--- config.mk ---
export PLATFORM = sky130hd
export DESIGN_NAME = imut_front
export DESIGN_NICKNAME = d
export VERILOG_FILES = /design/src/rtl/core/imut_pkg.sv /design/src/rtl/core/imut_front.sv
export SDC_FILE = /design/constraint.sdc
export NUM_CORES = 1
export LEC_CHECK = 0
export ABC_CLOCK_PERIOD_IN_PS = 1600
export BUFFER_PORTS_ARGS = -buffer_cell sky130_fd_sc_hd__buf_2
export CORE_AREA = 2 2 77 79
export DETAILED_ROUTE_END_ITERATION = 10
export DIE_AREA = 0 0 79 81
export PLACE_DENSITY = 0.7
export SYNTH_ARGS = -nofsm -noshare
export SYNTH_HDL_FRONTEND = slang
export SYNTH_SLANG_ARGS = --single-unit
--- constraint.sdc ---
create_clock -name clk -period 1.6 [get_ports clk]
set_input_delay 0.32 -clock clk [delete_from_list [all_inputs] [get_ports clk]]
set_output_delay 0.32 -clock clk [all_outputs]
set_load 0.03 [all_outputs]
--- src/rtl/core/imut_pkg.sv ---
// ----------------------------------------------------------------------------
// IMU tilt package
// Shared item and handshake types, constants and the arctangent table.
// ----------------------------------------------------------------------------
package imut_pkg;

  localparam int CNT_W       = 7;
  localparam int ATAN_STEPS  = 23;
  localparam int ROOT_STEPS  = 31;
  localparam int RATE_SHIFT  = 28;
  // Reciprocal of 164 scaled by 2^28, rounded up, times the factor of ten.
  localparam int RATE_RECIP  = (2 ** RATE_SHIFT + 163) / 164;
  localparam int RATE_K      = 10 * RATE_RECIP;
  localparam int DEG90_Q16   = 90 * 65536;

  typedef struct packed {
    logic signed [15:0] gx;
    logic signed [15:0] gy;
    logic signed [15:0] gz;
    logic signed [15:0] ax;
    logic signed [15:0] ay;
    logic signed [15:0] az;
    logic               cal;
    logic               last;
  } item_t;

  typedef struct packed {
    logic        start;
    logic [15:0] mag;
    logic [32:0] ssq;
  } ang_req_t;

  typedef struct packed {
    logic       busy;
    logic       done;
    logic [6:0] deg;
  } ang_rsp_t;

  // Arctangent of 2^-i in degrees, Q16.
  function automatic logic [21:0] atan_q16(input logic [4:0] i);
    logic [21:0] v;
    case (i)
      5'd0:  v = 22'd2949120;
      5'd1:  v = 22'd1740967;
      5'd2:  v = 22'd919879;
      5'd3:  v = 22'd466945;
      5'd4:  v = 22'd234379;
      5'd5:  v = 22'd117304;
      5'd6:  v = 22'd58666;
      5'd7:  v = 22'd29335;
      5'd8:  v = 22'd14668;
      5'd9:  v = 22'd7334;
      5'd10: v = 22'd3667;
      5'd11: v = 22'd1833;
      5'd12: v = 22'd917;
      5'd13: v = 22'd458;
      5'd14: v = 22'd229;
      5'd15: v = 22'd115;
      5'd16: v = 22'd57;
      5'd17: v = 22'd29;
      5'd18: v = 22'd14;
      5'd19: v = 22'd7;
      5'd20: v = 22'd4;
      5'd21: v = 22'd2;
      5'd22: v = 22'd1;
      default: v = 22'd0;
    endcase
    return v;
  endfunction

endpackage

--- src/rtl/core/imut_front.sv ---
// ----------------------------------------------------------------------------
// IMU tilt front end
// Accepts samples, marks calibration samples and forwards them to the queue.
// ----------------------------------------------------------------------------
module imut_front import imut_pkg::*; #(
  parameter int CAL_SAMPLES = 100
) (
  input  logic               clk,
  input  logic               rst,
  input  logic               push,
  output logic               full,
  input  logic signed [15:0] gyro_x_raw,
  input  logic signed [15:0] gyro_y_raw,
  input  logic signed [15:0] gyro_z_raw,
  input  logic signed [15:0] accel_x_raw,
  input  logic signed [15:0] accel_y_raw,
  input  logic signed [15:0] accel_z_raw,
  output logic               q_push,
  output item_t              q_item,
  input  logic               q_full
);

  localparam logic [CNT_W-1:0] CAL_CNT = CNT_W'(CAL_SAMPLES);

  logic [CNT_W-1:0] cal_count;
  logic             calibrated;
  logic             last;

  assign full   = q_full;
  assign q_push = push && !q_full;
  assign last   = !calibrated && ((cal_count + CNT_W'(1)) == CAL_CNT);

  always_comb begin
    q_item.gx   = gyro_x_raw;
    q_item.gy   = gyro_y_raw;
    q_item.gz   = gyro_z_raw;
    q_item.ax   = accel_x_raw;
    q_item.ay   = accel_y_raw;
    q_item.az   = accel_z_raw;
    q_item.cal  = !calibrated;
    q_item.last = last;
  end

  always_ff @(posedge clk) begin
    if (rst) begin
      cal_count  <= '0;
      calibrated <= 1'b0;
    end else if (q_push && !calibrated) begin
      cal_count <= cal_count + CNT_W'(1);
      if (last) begin
        calibrated <= 1'b1;
      end
    end
  end

endmodule

==> reports/qor.csv <==
stage,metric,value,unit
power,p_sw,107.0,uW
clock_network,cts_buffers,3,
power,clkPwrFrac,49.9,%
worst_hold_path,hold_start,rst,
synthesis,syn_area_per_cell,8.137,um2
grt,grt_use_total,6.284,%
power,cellLeakagePower,0.0002183,uW
floorplan,row_count,28,
synthesis,ys_seq_elements,8,
grt,grt_max_degree,11,
clock_network,clkLatencyLatePin,0.22,ns
synthesis,synth_cells,141,
timing,setup_viol,0,
power,share_comb_of_total_power,7.2,%
synthesis,ys.flop_type,dfxtp_1,
timing,min_period,1.539,ns
timing,rsz0062_at_grt,false,
layout,fin_area,639.4,um2
clock_network,ctsRootBufferMaster,clkbuf_8,
place,placed_area,559.3,um2
clock_network,holdBufCountCts,0,
drt,drtIter0Drc,27,
synthesis,yosys-top-cells-area,"buf_4, dfxtp_1, o21ba_2, o31a_1, xnor2_1",
floorplan,coreArea,0.005675,mm2
synthesis,synth-edff-count,0,
timing,hold_viol_final,0,
synthesis,synthXorXnorAreaFrac,1.527,%
place,port-buffer-count,7,
synthesis,synth_commonest_cells,"buf_4, dfxtp_1, nor2_1, nand2_1",
clock_network,h-tree-depth,1,
setup_path,start_kind,register,
drt,routed_wl,2175,um
timing,slew_headroom,82.21,%
worst_hold_path,hp-class,input pin to register,
clock_network,clockBufferDepth,2,
layout,seqCellArea,162.7,um2
setup_path,endpoint_kind,output port,
synthesis,yosysMostFrequentCell,buf_4,
grt,grt_pass1_vias,493,
run,maxCapViolCount,0,
floorplan,die_y,81,um
drt,first_pass_iters,2,
timing,fmax,649.7,MHz
layout,diodes,0,
drt,via_count,490,
timing,tightest_slew,0.2657,ns
grt,grt-ovfl-total,0,
drt,ant_nets,0,
floorplan,die_w,79,um
clock_network,cts_sinks,8,
drt,routed_via_density,3.740,
drt,post_drt_wl_per_cell,16.60,um
layout,syn2layout_area_growth,-44.27,%
synthesis,syn_area,0.001147,mm2
timing,slew_viol_final,0,
synthesis,synth_fa_ha_area_share,1.091,%
synthesis,synth_compound_area_share,4.580,%
floorplan,die_area,0.006399,mm2
place,hpwl,1784,um
power,netSwitchingFraction,21.93,%
clock_network,cts.clk_slew.worst_paths,0.04,ns
layout,nets,159,
timing,fin_crit_sh,96.20,%
floorplan,start_util,20.22,%
place,place.gp.congestion,0.7322,
timing,tns,0,ns
grt,grt_pass1_wl,2911,um
floorplan,ioPinCount,200,
synthesis,synth_nets,242,
drt,drc_errors,0,
synthesis,synth_area_leader_cell,buf_4,
setup_path,crit_path_start,cal_count[2],
power,p_per_area,763.0,mW/mm2
synthesis,ys_seq_area_share,13.96,%
layout,multiInputGateArea,266.5,um2
clock_network,cts_tree,done,
synthesis,synth_top_family_by_area,buffers and inverters,
synthesis,yosys_warnings,0,
layout,final_layout_size_suffix_gt1_share,46.43,%
timing,fin_worst_skew,0.003155,ns
power,worst_ir_drop_vdd,0.0001573,V
setup_path,crit_arrival,1.22,ns
status,status,finished clean,
grt,antenna_found_initial,0,
setup_path,critical_path_class,register to output port,
synthesis,async_flop_share,0,%
power,p_int,380.8,uW
synthesis,synth_cell_types,24,
setup_path,worstReg2RegStart,cal_count[0],
power,seqPwrFrac,42.9,%
synthesis,synth_simple_gate_area_share,11.45,%
setup_path,crit_fanout,2,
setup_path,worst_ep_required_time,1.28,ns
synthesis,yosysTopAreaCellShare,64.12,%
layout,fillerInstances,656,
synthesis,synth_mux_area_share,2.290,%
==> power by group through the flow <==
stage                     combinational (uW)  clock, uW  sequential, uW
after floorplan                          473          0             210
after global placement                  33.9          0             210
after detailed placement                33.5          0             211
after CTS                               33.7        248             207
after global routing                    39.1        260             210
final                                   35.2        243             209
==> cell usage in the layout (no fill, tap or decap), drive strengths merged <==
cell | Yosys | layout
a21oi | 2 | 2
and3 | 1 | 1
and4bb | 1 | 1
buf | 99 | 11
clkbuf | 0 | 3
dfxtp | 8 | 8
ha | 1 | 1
inv | 2 | 2
mux2 | 2 | 2
nand2 | 3 | 3
nand2b | 1 | 1
nand4 | 2 | 2
nand4b | 1 | 1
nor2 | 4 | 4
nor2b | 2 | 2
nor3b | 2 | 2
nor4 | 2 | 2
nor4b | 1 | 1
o21ai | 1 | 1
o21ba | 2 | 2
o31a | 2 | 2
xnor2 | 2 | 2
==> timing repair <==
item,CTS,global route
pin swaps,1,2
gates resized for setup,4,4
buffers inserted,0,1
setup endpoints to repair,1,1
==> per-layer routing <==
metal,up-vias,global-route usage (%),wire (um)
met5,-,0,0
met1,200,4.397,542
li1,190,-,-
met3,46,6.667,527
met2,54,7.797,800
met4,0,8.793,304
==> critical path, stage by stage, from the launching register on <==
cell	delay [ns]
dfxtp_1	0.31
nor4b_2	0.29
nor3b_2	0.21
buf_4	0.18
==> layout make-up <==
type / instances / area share (%)
multi-input cells: 32 / 41.68
flip-flops and latches: 8 / 25.44
well taps: 75 / 14.68
repair buffers: 11 / 10.57
clock buffers: 3 / 6.458
inverters: 2 / 1.174
==> cells by family after synthesis <==
kind of cell / Yosys count
multiplexers: 2
XOR/XNOR: 2
flip-flops: 8
AO/OA/AOI/OAI: 7
buffers and inverters: 101
AND/OR/NAND/NOR: 20
adder cells (fa/ha/maj): 1
==> final timing paths <==
| path | end | slack (ns) | cells past startpoint |
|---|---|---|---|
| worst min-delay path | cal_count[1] | 0.39 | 2 |
| worst min register to register | cal_count[1] | 0.52 | 2 |
| worst max-delay path | q_item[0] | 0.06 | 3 |
| worst max register to register | cal_count[4] | 0.24 | 4 |
==> stage by stage <==
stage	instances	worst slack, ns	power, uW	utilization, %	hold slack, ns
floorplan	141	0.2451	682.8	-	0.4774
global placement	127	0.1734	244.0	9.855	0.5039
detailed placement	127	0.1145	244.0	9.855	0.5143
CTS	130	0.007819	488.7	10.85	0.3890
global route	131	0.005152	508.6	11.27	0.4065
finish	131	0.06082	487.8	11.27	0.3922
==> sequential cells by signal, indices dropped and copies added (netlist names) <==
signal      cells
cal_count       7
calibrated      1
Note: power is estimated with default switching activity, not from simulation.
