===== config.mk =====
export PLATFORM = sky130hd
export DESIGN_NAME = imut_fifo
export DESIGN_NICKNAME = d
export VERILOG_FILES = /design/src/rtl/core/imut_pkg.sv /design/src/rtl/core/imut_fifo.sv
export SDC_FILE = /design/constraint.sdc
export NUM_CORES = 1
export LEC_CHECK = 0
export BUFFER_PORTS_ARGS = -buffer_cell sky130_fd_sc_hd__buf_2
export CORE_MARGIN = 2
export CORE_UTILIZATION = 54
export CTS_BUF_LIST = sky130_fd_sc_hd__clkbuf_2
export DETAILED_ROUTE_END_ITERATION = 16
export PLACE_DENSITY = 0.82
export SLEW_MARGIN = 20
export SYNTH_ARGS = -nofsm -noshare
export SYNTH_HDL_FRONTEND = slang
export SYNTH_SLANG_ARGS = --single-unit
export TNS_END_PERCENT = 100

===== constraint.sdc =====
create_clock -name clk -period 4.5 [get_ports clk]
set_clock_uncertainty 0.1 [all_clocks]
set_input_delay 0.45 -clock clk [delete_from_list [all_inputs] [get_ports clk]]
set_output_delay 0.45 -clock clk [all_outputs]
set_load 0.005 [all_outputs]

===== src/rtl/core/imut_pkg.sv =====
// ----------------------------------------------------------------------------
// IMU tilt package
// Shared item and handshake types, constants and the arctangent table.
// ----------------------------------------------------------------------------
package imut_pkg;

  localparam int CNT_W       = 7;
  localparam int ATAN_STEPS  = 23;
  localparam int ROOT_STEPS  = 31;
  localparam int RATE_SHIFT  = 28;
  // Reciprocal of 164 scaled by 2^28, rounded up, times the factor of ten.
  localparam int RATE_RECIP  = (2 ** RATE_SHIFT + 163) / 164;
  localparam int RATE_K      = 10 * RATE_RECIP;
  localparam int DEG90_Q16   = 90 * 65536;

  typedef struct packed {
    logic signed [15:0] gx;
    logic signed [15:0] gy;
    logic signed [15:0] gz;
    logic signed [15:0] ax;
    logic signed [15:0] ay;
    logic signed [15:0] az;
    logic               cal;
    logic               last;
  } item_t;

  typedef struct packed {
    logic        start;
    logic [15:0] mag;
    logic [32:0] ssq;
  } ang_req_t;

  typedef struct packed {
    logic       busy;
    logic       done;
    logic [6:0] deg;
  } ang_rsp_t;

  // Arctangent of 2^-i in degrees, Q16.
  function automatic logic [21:0] atan_q16(input logic [4:0] i);
    logic [21:0] v;
    case (i)
      5'd0:  v = 22'd2949120;
      5'd1:  v = 22'd1740967;
      5'd2:  v = 22'd919879;
      5'd3:  v = 22'd466945;
      5'd4:  v = 22'd234379;
      5'd5:  v = 22'd117304;
      5'd6:  v = 22'd58666;
      5'd7:  v = 22'd29335;
      5'd8:  v = 22'd14668;
      5'd9:  v = 22'd7334;
      5'd10: v = 22'd3667;
      5'd11: v = 22'd1833;
      5'd12: v = 22'd917;
      5'd13: v = 22'd458;
      5'd14: v = 22'd229;
      5'd15: v = 22'd115;
      5'd16: v = 22'd57;
      5'd17: v = 22'd29;
      5'd18: v = 22'd14;
      5'd19: v = 22'd7;
      5'd20: v = 22'd4;
      5'd21: v = 22'd2;
      5'd22: v = 22'd1;
      default: v = 22'd0;
    endcase
    return v;
  endfunction

endpackage


===== src/rtl/core/imut_fifo.sv =====
// ----------------------------------------------------------------------------
// IMU tilt request queue
// Two-entry queue between the front end and the back end.
// ----------------------------------------------------------------------------
module imut_fifo import imut_pkg::*; (
  input  logic  clk,
  input  logic  rst,
  input  logic  wr,
  input  item_t wr_data,
  output logic  full,
  input  logic  rd,
  output item_t rd_data,
  output logic  empty
);

  item_t      mem [2];
  logic       wr_ptr;
  logic       rd_ptr;
  logic [1:0] count;

  assign full    = (count == 2'd2);
  assign empty   = (count == 2'd0);
  assign rd_data = mem[rd_ptr];

  always_ff @(posedge clk) begin
    if (wr && !full) begin
      mem[wr_ptr] <= wr_data;
    end
  end

  always_ff @(posedge clk) begin
    if (rst) begin
      wr_ptr <= 1'b0;
      rd_ptr <= 1'b0;
      count  <= 2'd0;
    end else begin
      if (wr && !full) begin
        wr_ptr <= !wr_ptr;
      end
      if (rd && !empty) begin
        rd_ptr <= !rd_ptr;
      end
      case ({wr && !full, rd && !empty})
        2'b10:   count <= count + 2'd1;
        2'b01:   count <= count - 2'd1;
        default: count <= count;
      endcase
    end
  end

endmodule


==> Flow_metrics.wiki <==
{| class="wikitable"
! Metric !! Value
|-
| Status || finished, final reports clean
|-
| Max-Cap Viols || 0
|-
| Gate count of the mapped netlist || ~330
|-
| Critical-path cell with the highest stage delay || sky130_fd_sc_hd__dfxtp_4
|-
| Crit path capture type || output pin
|-
| Global-route wire length before repair || ~23 mm
|-
| Worst hold path class || primary input to flop
|-
| Final weighted congestion in routability-driven placement || 0.742
|-
| Commonest cells after routing, fill and taps aside || 201 x sky130_fd_sc_hd__buf_2, 196 x sky130_fd_sc_hd__edfxtp_1, 99 x sky130_fd_sc_hd__dlygate4sd3_1
|-
| Compound-cell area share of the yosys netlist || less than 1%
|-
| Depth of the most critical reg-to-reg path || 5
|-
| Worst Max-Slew Pin Slew || between 0.9 and 1 ns
|-
| Final setup violating endpoints || 0
|-
| Number of rows created at floorplan || 42
|-
| Min Tclk post-route || about 3.2 ns
|-
| Vertical die dimension || about 120 um
|-
| Nets@finish || approximately 780
|-
| Reg-to-reg setup timing slack || around 2.1 ns
|-
| CP Data Required Time || approximately 4 ns
|-
| Type of the setup path with the least slack || flop to output pin
|-
| Number of clock sinks || 201
|-
| Post-synthesis sequential element count || ~200
|-
| Netlist cell types || 19
|-
| GRT overflow || 0
|-
| Fraction of synthesized area in multiplexers || between 15 and 20%
|-
| Launching element type of the critical path || flop
|-
| Layout filler cell count || around 760
|-
| Die area || about 14000 um2
|-
| Length of the first detailed-routing pass in iterations || 4
|-
| Worst hold slack || 0.145 ns
|-
| Crit Reg-Reg Startpoint || count[0]
|-
| Placeable core region || 13200 um2
|-
| Largest delay contributor family on the critical path || flip-flops
|-
| Post-place setup slack || about 1.9 ns
|-
| Post-Syn Area || approximately 7300 um2
|-
| Maximum single-stage delay on the critical path || a little over 1 ns
|-
| Smallest setup slack after layout || between 1 and 1.5 ns
|-
| Clock Root Buffer || sky130_fd_sc_hd__clkbuf_2
|-
| Top_reg_cell synth || sky130_fd_sc_hd__edfxtp_1
|-
| Buffers added on ports || around 200
|-
| Post-Route WL || between 15 and 20 mm
|-
| Antenna-violating nets left || 0
|-
| Lkg Pwr || between 3 and 4 nW
|-
| Worst-path clk slew || approximately 0.10 ns
|-
| Post-route setup TNS || 0 ns
|-
| Number of cells on the worst hold path || 4
|-
| 1st-iter DRT viols || 331
|-
| Dominant combinational cell family by area after synthesis || multiplexers
|-
| GRT Total Usage || about a fifth
|-
| Die Width || roughly 120 um
|-
| Largest driver fanout on the critical path || 74
|-
| Number of levels in the clock H-tree || 2
|-
| Arrival time reported for the critical path endpoint || about 2.7 ns
|-
| Clock buffer depth || 3
|-
| Final period utilization || between 70% and 80%
|-
| EDFF count, synth || slightly below 200
|-
| Number of design rule violations left after detail routing || 0
|-
| Peak supply drop || about 0.49 mV
|-
| Synth Area in XOR/XNOR || less than 1%
|-
| Origin of the worst min-delay path || rd
|-
| Worst-skew pair later-pin latency || 0.64 ns
|-
| FF-to-FF End || mem[0][92]
|-
| Largest net degree at the start of global routing || 84
|-
| Post-DR vias/cell || 4.94
|-
| Area Growth Syn to Fin || 36.0%
|-
| Routed wire length per instance || ~17 um
|-
| Number of top-level pins || roughly 200
|-
| Layout Utilization || between 70% and 80%
|-
| Most common cell after layout, fill and taps aside || sky130_fd_sc_hd__buf_2
|-
| Sequential share of the synthesized area || ~82%
|-
| Initial core utilization || roughly 55%
|-
| Fraction of final layout cells sized beyond drive strength 1 || 54.7%
|-
| Simple logic cell fraction of the synthesized area || less than 1%
|-
| Number of failing hold endpoints at the final stage || 0
|-
| Critical path cell sequence || buf_4 > mux2_2 > buf_2
|-
| Synth warn || 0
|-
| Highest Clock Rate || a little over 300 MHz
|-
| Post-Syn Area per Cell || roughly 22 um2
|-
| Num CTS Buffers || 47
|-
| Count of pins over their slew limit || 0
|-
| Share of flip-flops with an asynchronous set or reset || 0%
|-
| Count of buffer and inverter cells on the critical path || 2
|-
| Max_slew headroom || about a third
|-
| Count of vias placed by the detailed router || roughly 4400
|-
| TritonCTS clock tree || built
|-
| Post-Synth Adder-Cell Area || less than 1%
|-
| Number of antenna violations at the first check in global routing || 1
|-
| Unrepaired setup endpoints after global routing || no
|-
| DP HPWL || 8.25 mm
|-
| Via count of the first global-routing pass || about 4600
|-
| Post-Synthesis Net Count || about 430
|-
| Number of buffers inserted by post-CTS setup repair || 0
|-
| Cell Pwr Density || 486 nW/um2
|}
## kinds of logic after synthesis
family,count (synthesis)
DFF,201
muxes,98
buffers and inverters,14
and+or+nand+nor,9
AOI/OAI and AO/OA,5
xor gates and xnor gates,3
adders and majority gates,1
## area by class of cell
class / count / area, um2 / share of cell area, %
timing repair buffer: 305 / 2030 / 20.5
tap: 176 / 220 / 2.22
inverter: 3 / 16.3 / 0.164
clock buffer: 72 / 360 / 3.64
multi-input combinational: 116 / 1220 / 12.3
clock inverter: 9 / 63.8 / 0.644
sequential: 201 / 5990 / 60.4
antenna: 1 / 2.50 / 0.0253
## repair_timing
action | in CTS | in global routing
hold buffers | 99 | 0
hold endpoints to repair | 201 | 0
endpoints found under the setup margin | 0 | 0
resized for setup | 0 | 0
## flip-flops by register name, indices dropped and copies added, names as in the netlist, named ones only
| signal | count |
|---|---|
| count | 2 |
| rd_ptr | 1 |
| wr_ptr | 1 |
| mem | 196 |
## how the worst max path moves through the flow
| stage | depth (start not counted) | slack, ns | endpoint | start |
|---|---|---|---|---|
| 3_3_place_gp | 5 | 1.97 | mem[0][65] | wr |
| 5_1_grt | 3 | 1.06 | rd_data[85] | flop |
| 2_1_floorplan | 2 | 1.06 | mem[1][0] | count[0] |
| 3_5_place_dp | 5 | 1.91 | mem[0][84] | count[0] |
| 6_report | 3 | 1.26 | rd_data[85] | flop |
| 4_1_cts | 3 | 1.19 | rd_data[67] | flop |
## synth_stat cells (2+ instances only)
library cell                 n  area [um2]
sky130_fd_sc_hd__nor2_1      4        15.0
sky130_fd_sc_hd__mux2_2     98        1100
sky130_fd_sc_hd__edfxtp_1  196        5890
sky130_fd_sc_hd__inv_1       2        7.51
sky130_fd_sc_hd__dfxtp_1     5         100
sky130_fd_sc_hd__a21oi_1     2        10.0
sky130_fd_sc_hd__xnor2_1     2        17.5
sky130_fd_sc_hd__o21ai_0     2        10.0
sky130_fd_sc_hd__or3_1       2        12.5
sky130_fd_sc_hd__buf_2       8        40.0
sky130_fd_sc_hd__buf_6       2        22.5
## metal layers
layer / vias up / global-route usage [%] / share of wire (%)
met5: - / 0 / 0
met1: 2093 / 24.1 / 37
met3: 20 / 5.47 / 7.5
met4: 0 / 7.21 / 1.7
met2: 230 / 38.8 / 53
li1: 2020 / - / -
## through the flow
stage / std cells / cell area (um2) / power (mW)
finish: 883 / 9910 / 4.82
global route: 883 / 9910 / 5.06
CTS: 882 / 9900 / 4.83
detailed placement: 702 / 8490 / 3.65
global placement: 702 / 8490 / 3.60
floorplan: 331 / 7280 / 3.18
## tightest hold or removal path, delay by kind of cell
family                    cells  cell delay, ns
AOI/OAI and AO/OA             1            0.16
and+or+nand+nor               1            0.07
xor gates and xnor gates      1            0.09
buffers and inverters         1            0.08
## power by group
group / switching [mW] / leakage, nW / internal [mW]
Combinational: 0.514 / 1.65 / 0.653
Clock: 0.644 / 0.335 / 0.477
Sequential: 0.168 / 1.88 / 2.36
Total: 1.33 / 3.86 / 3.49
Note: power is estimated with default switching activity, not from simulation.
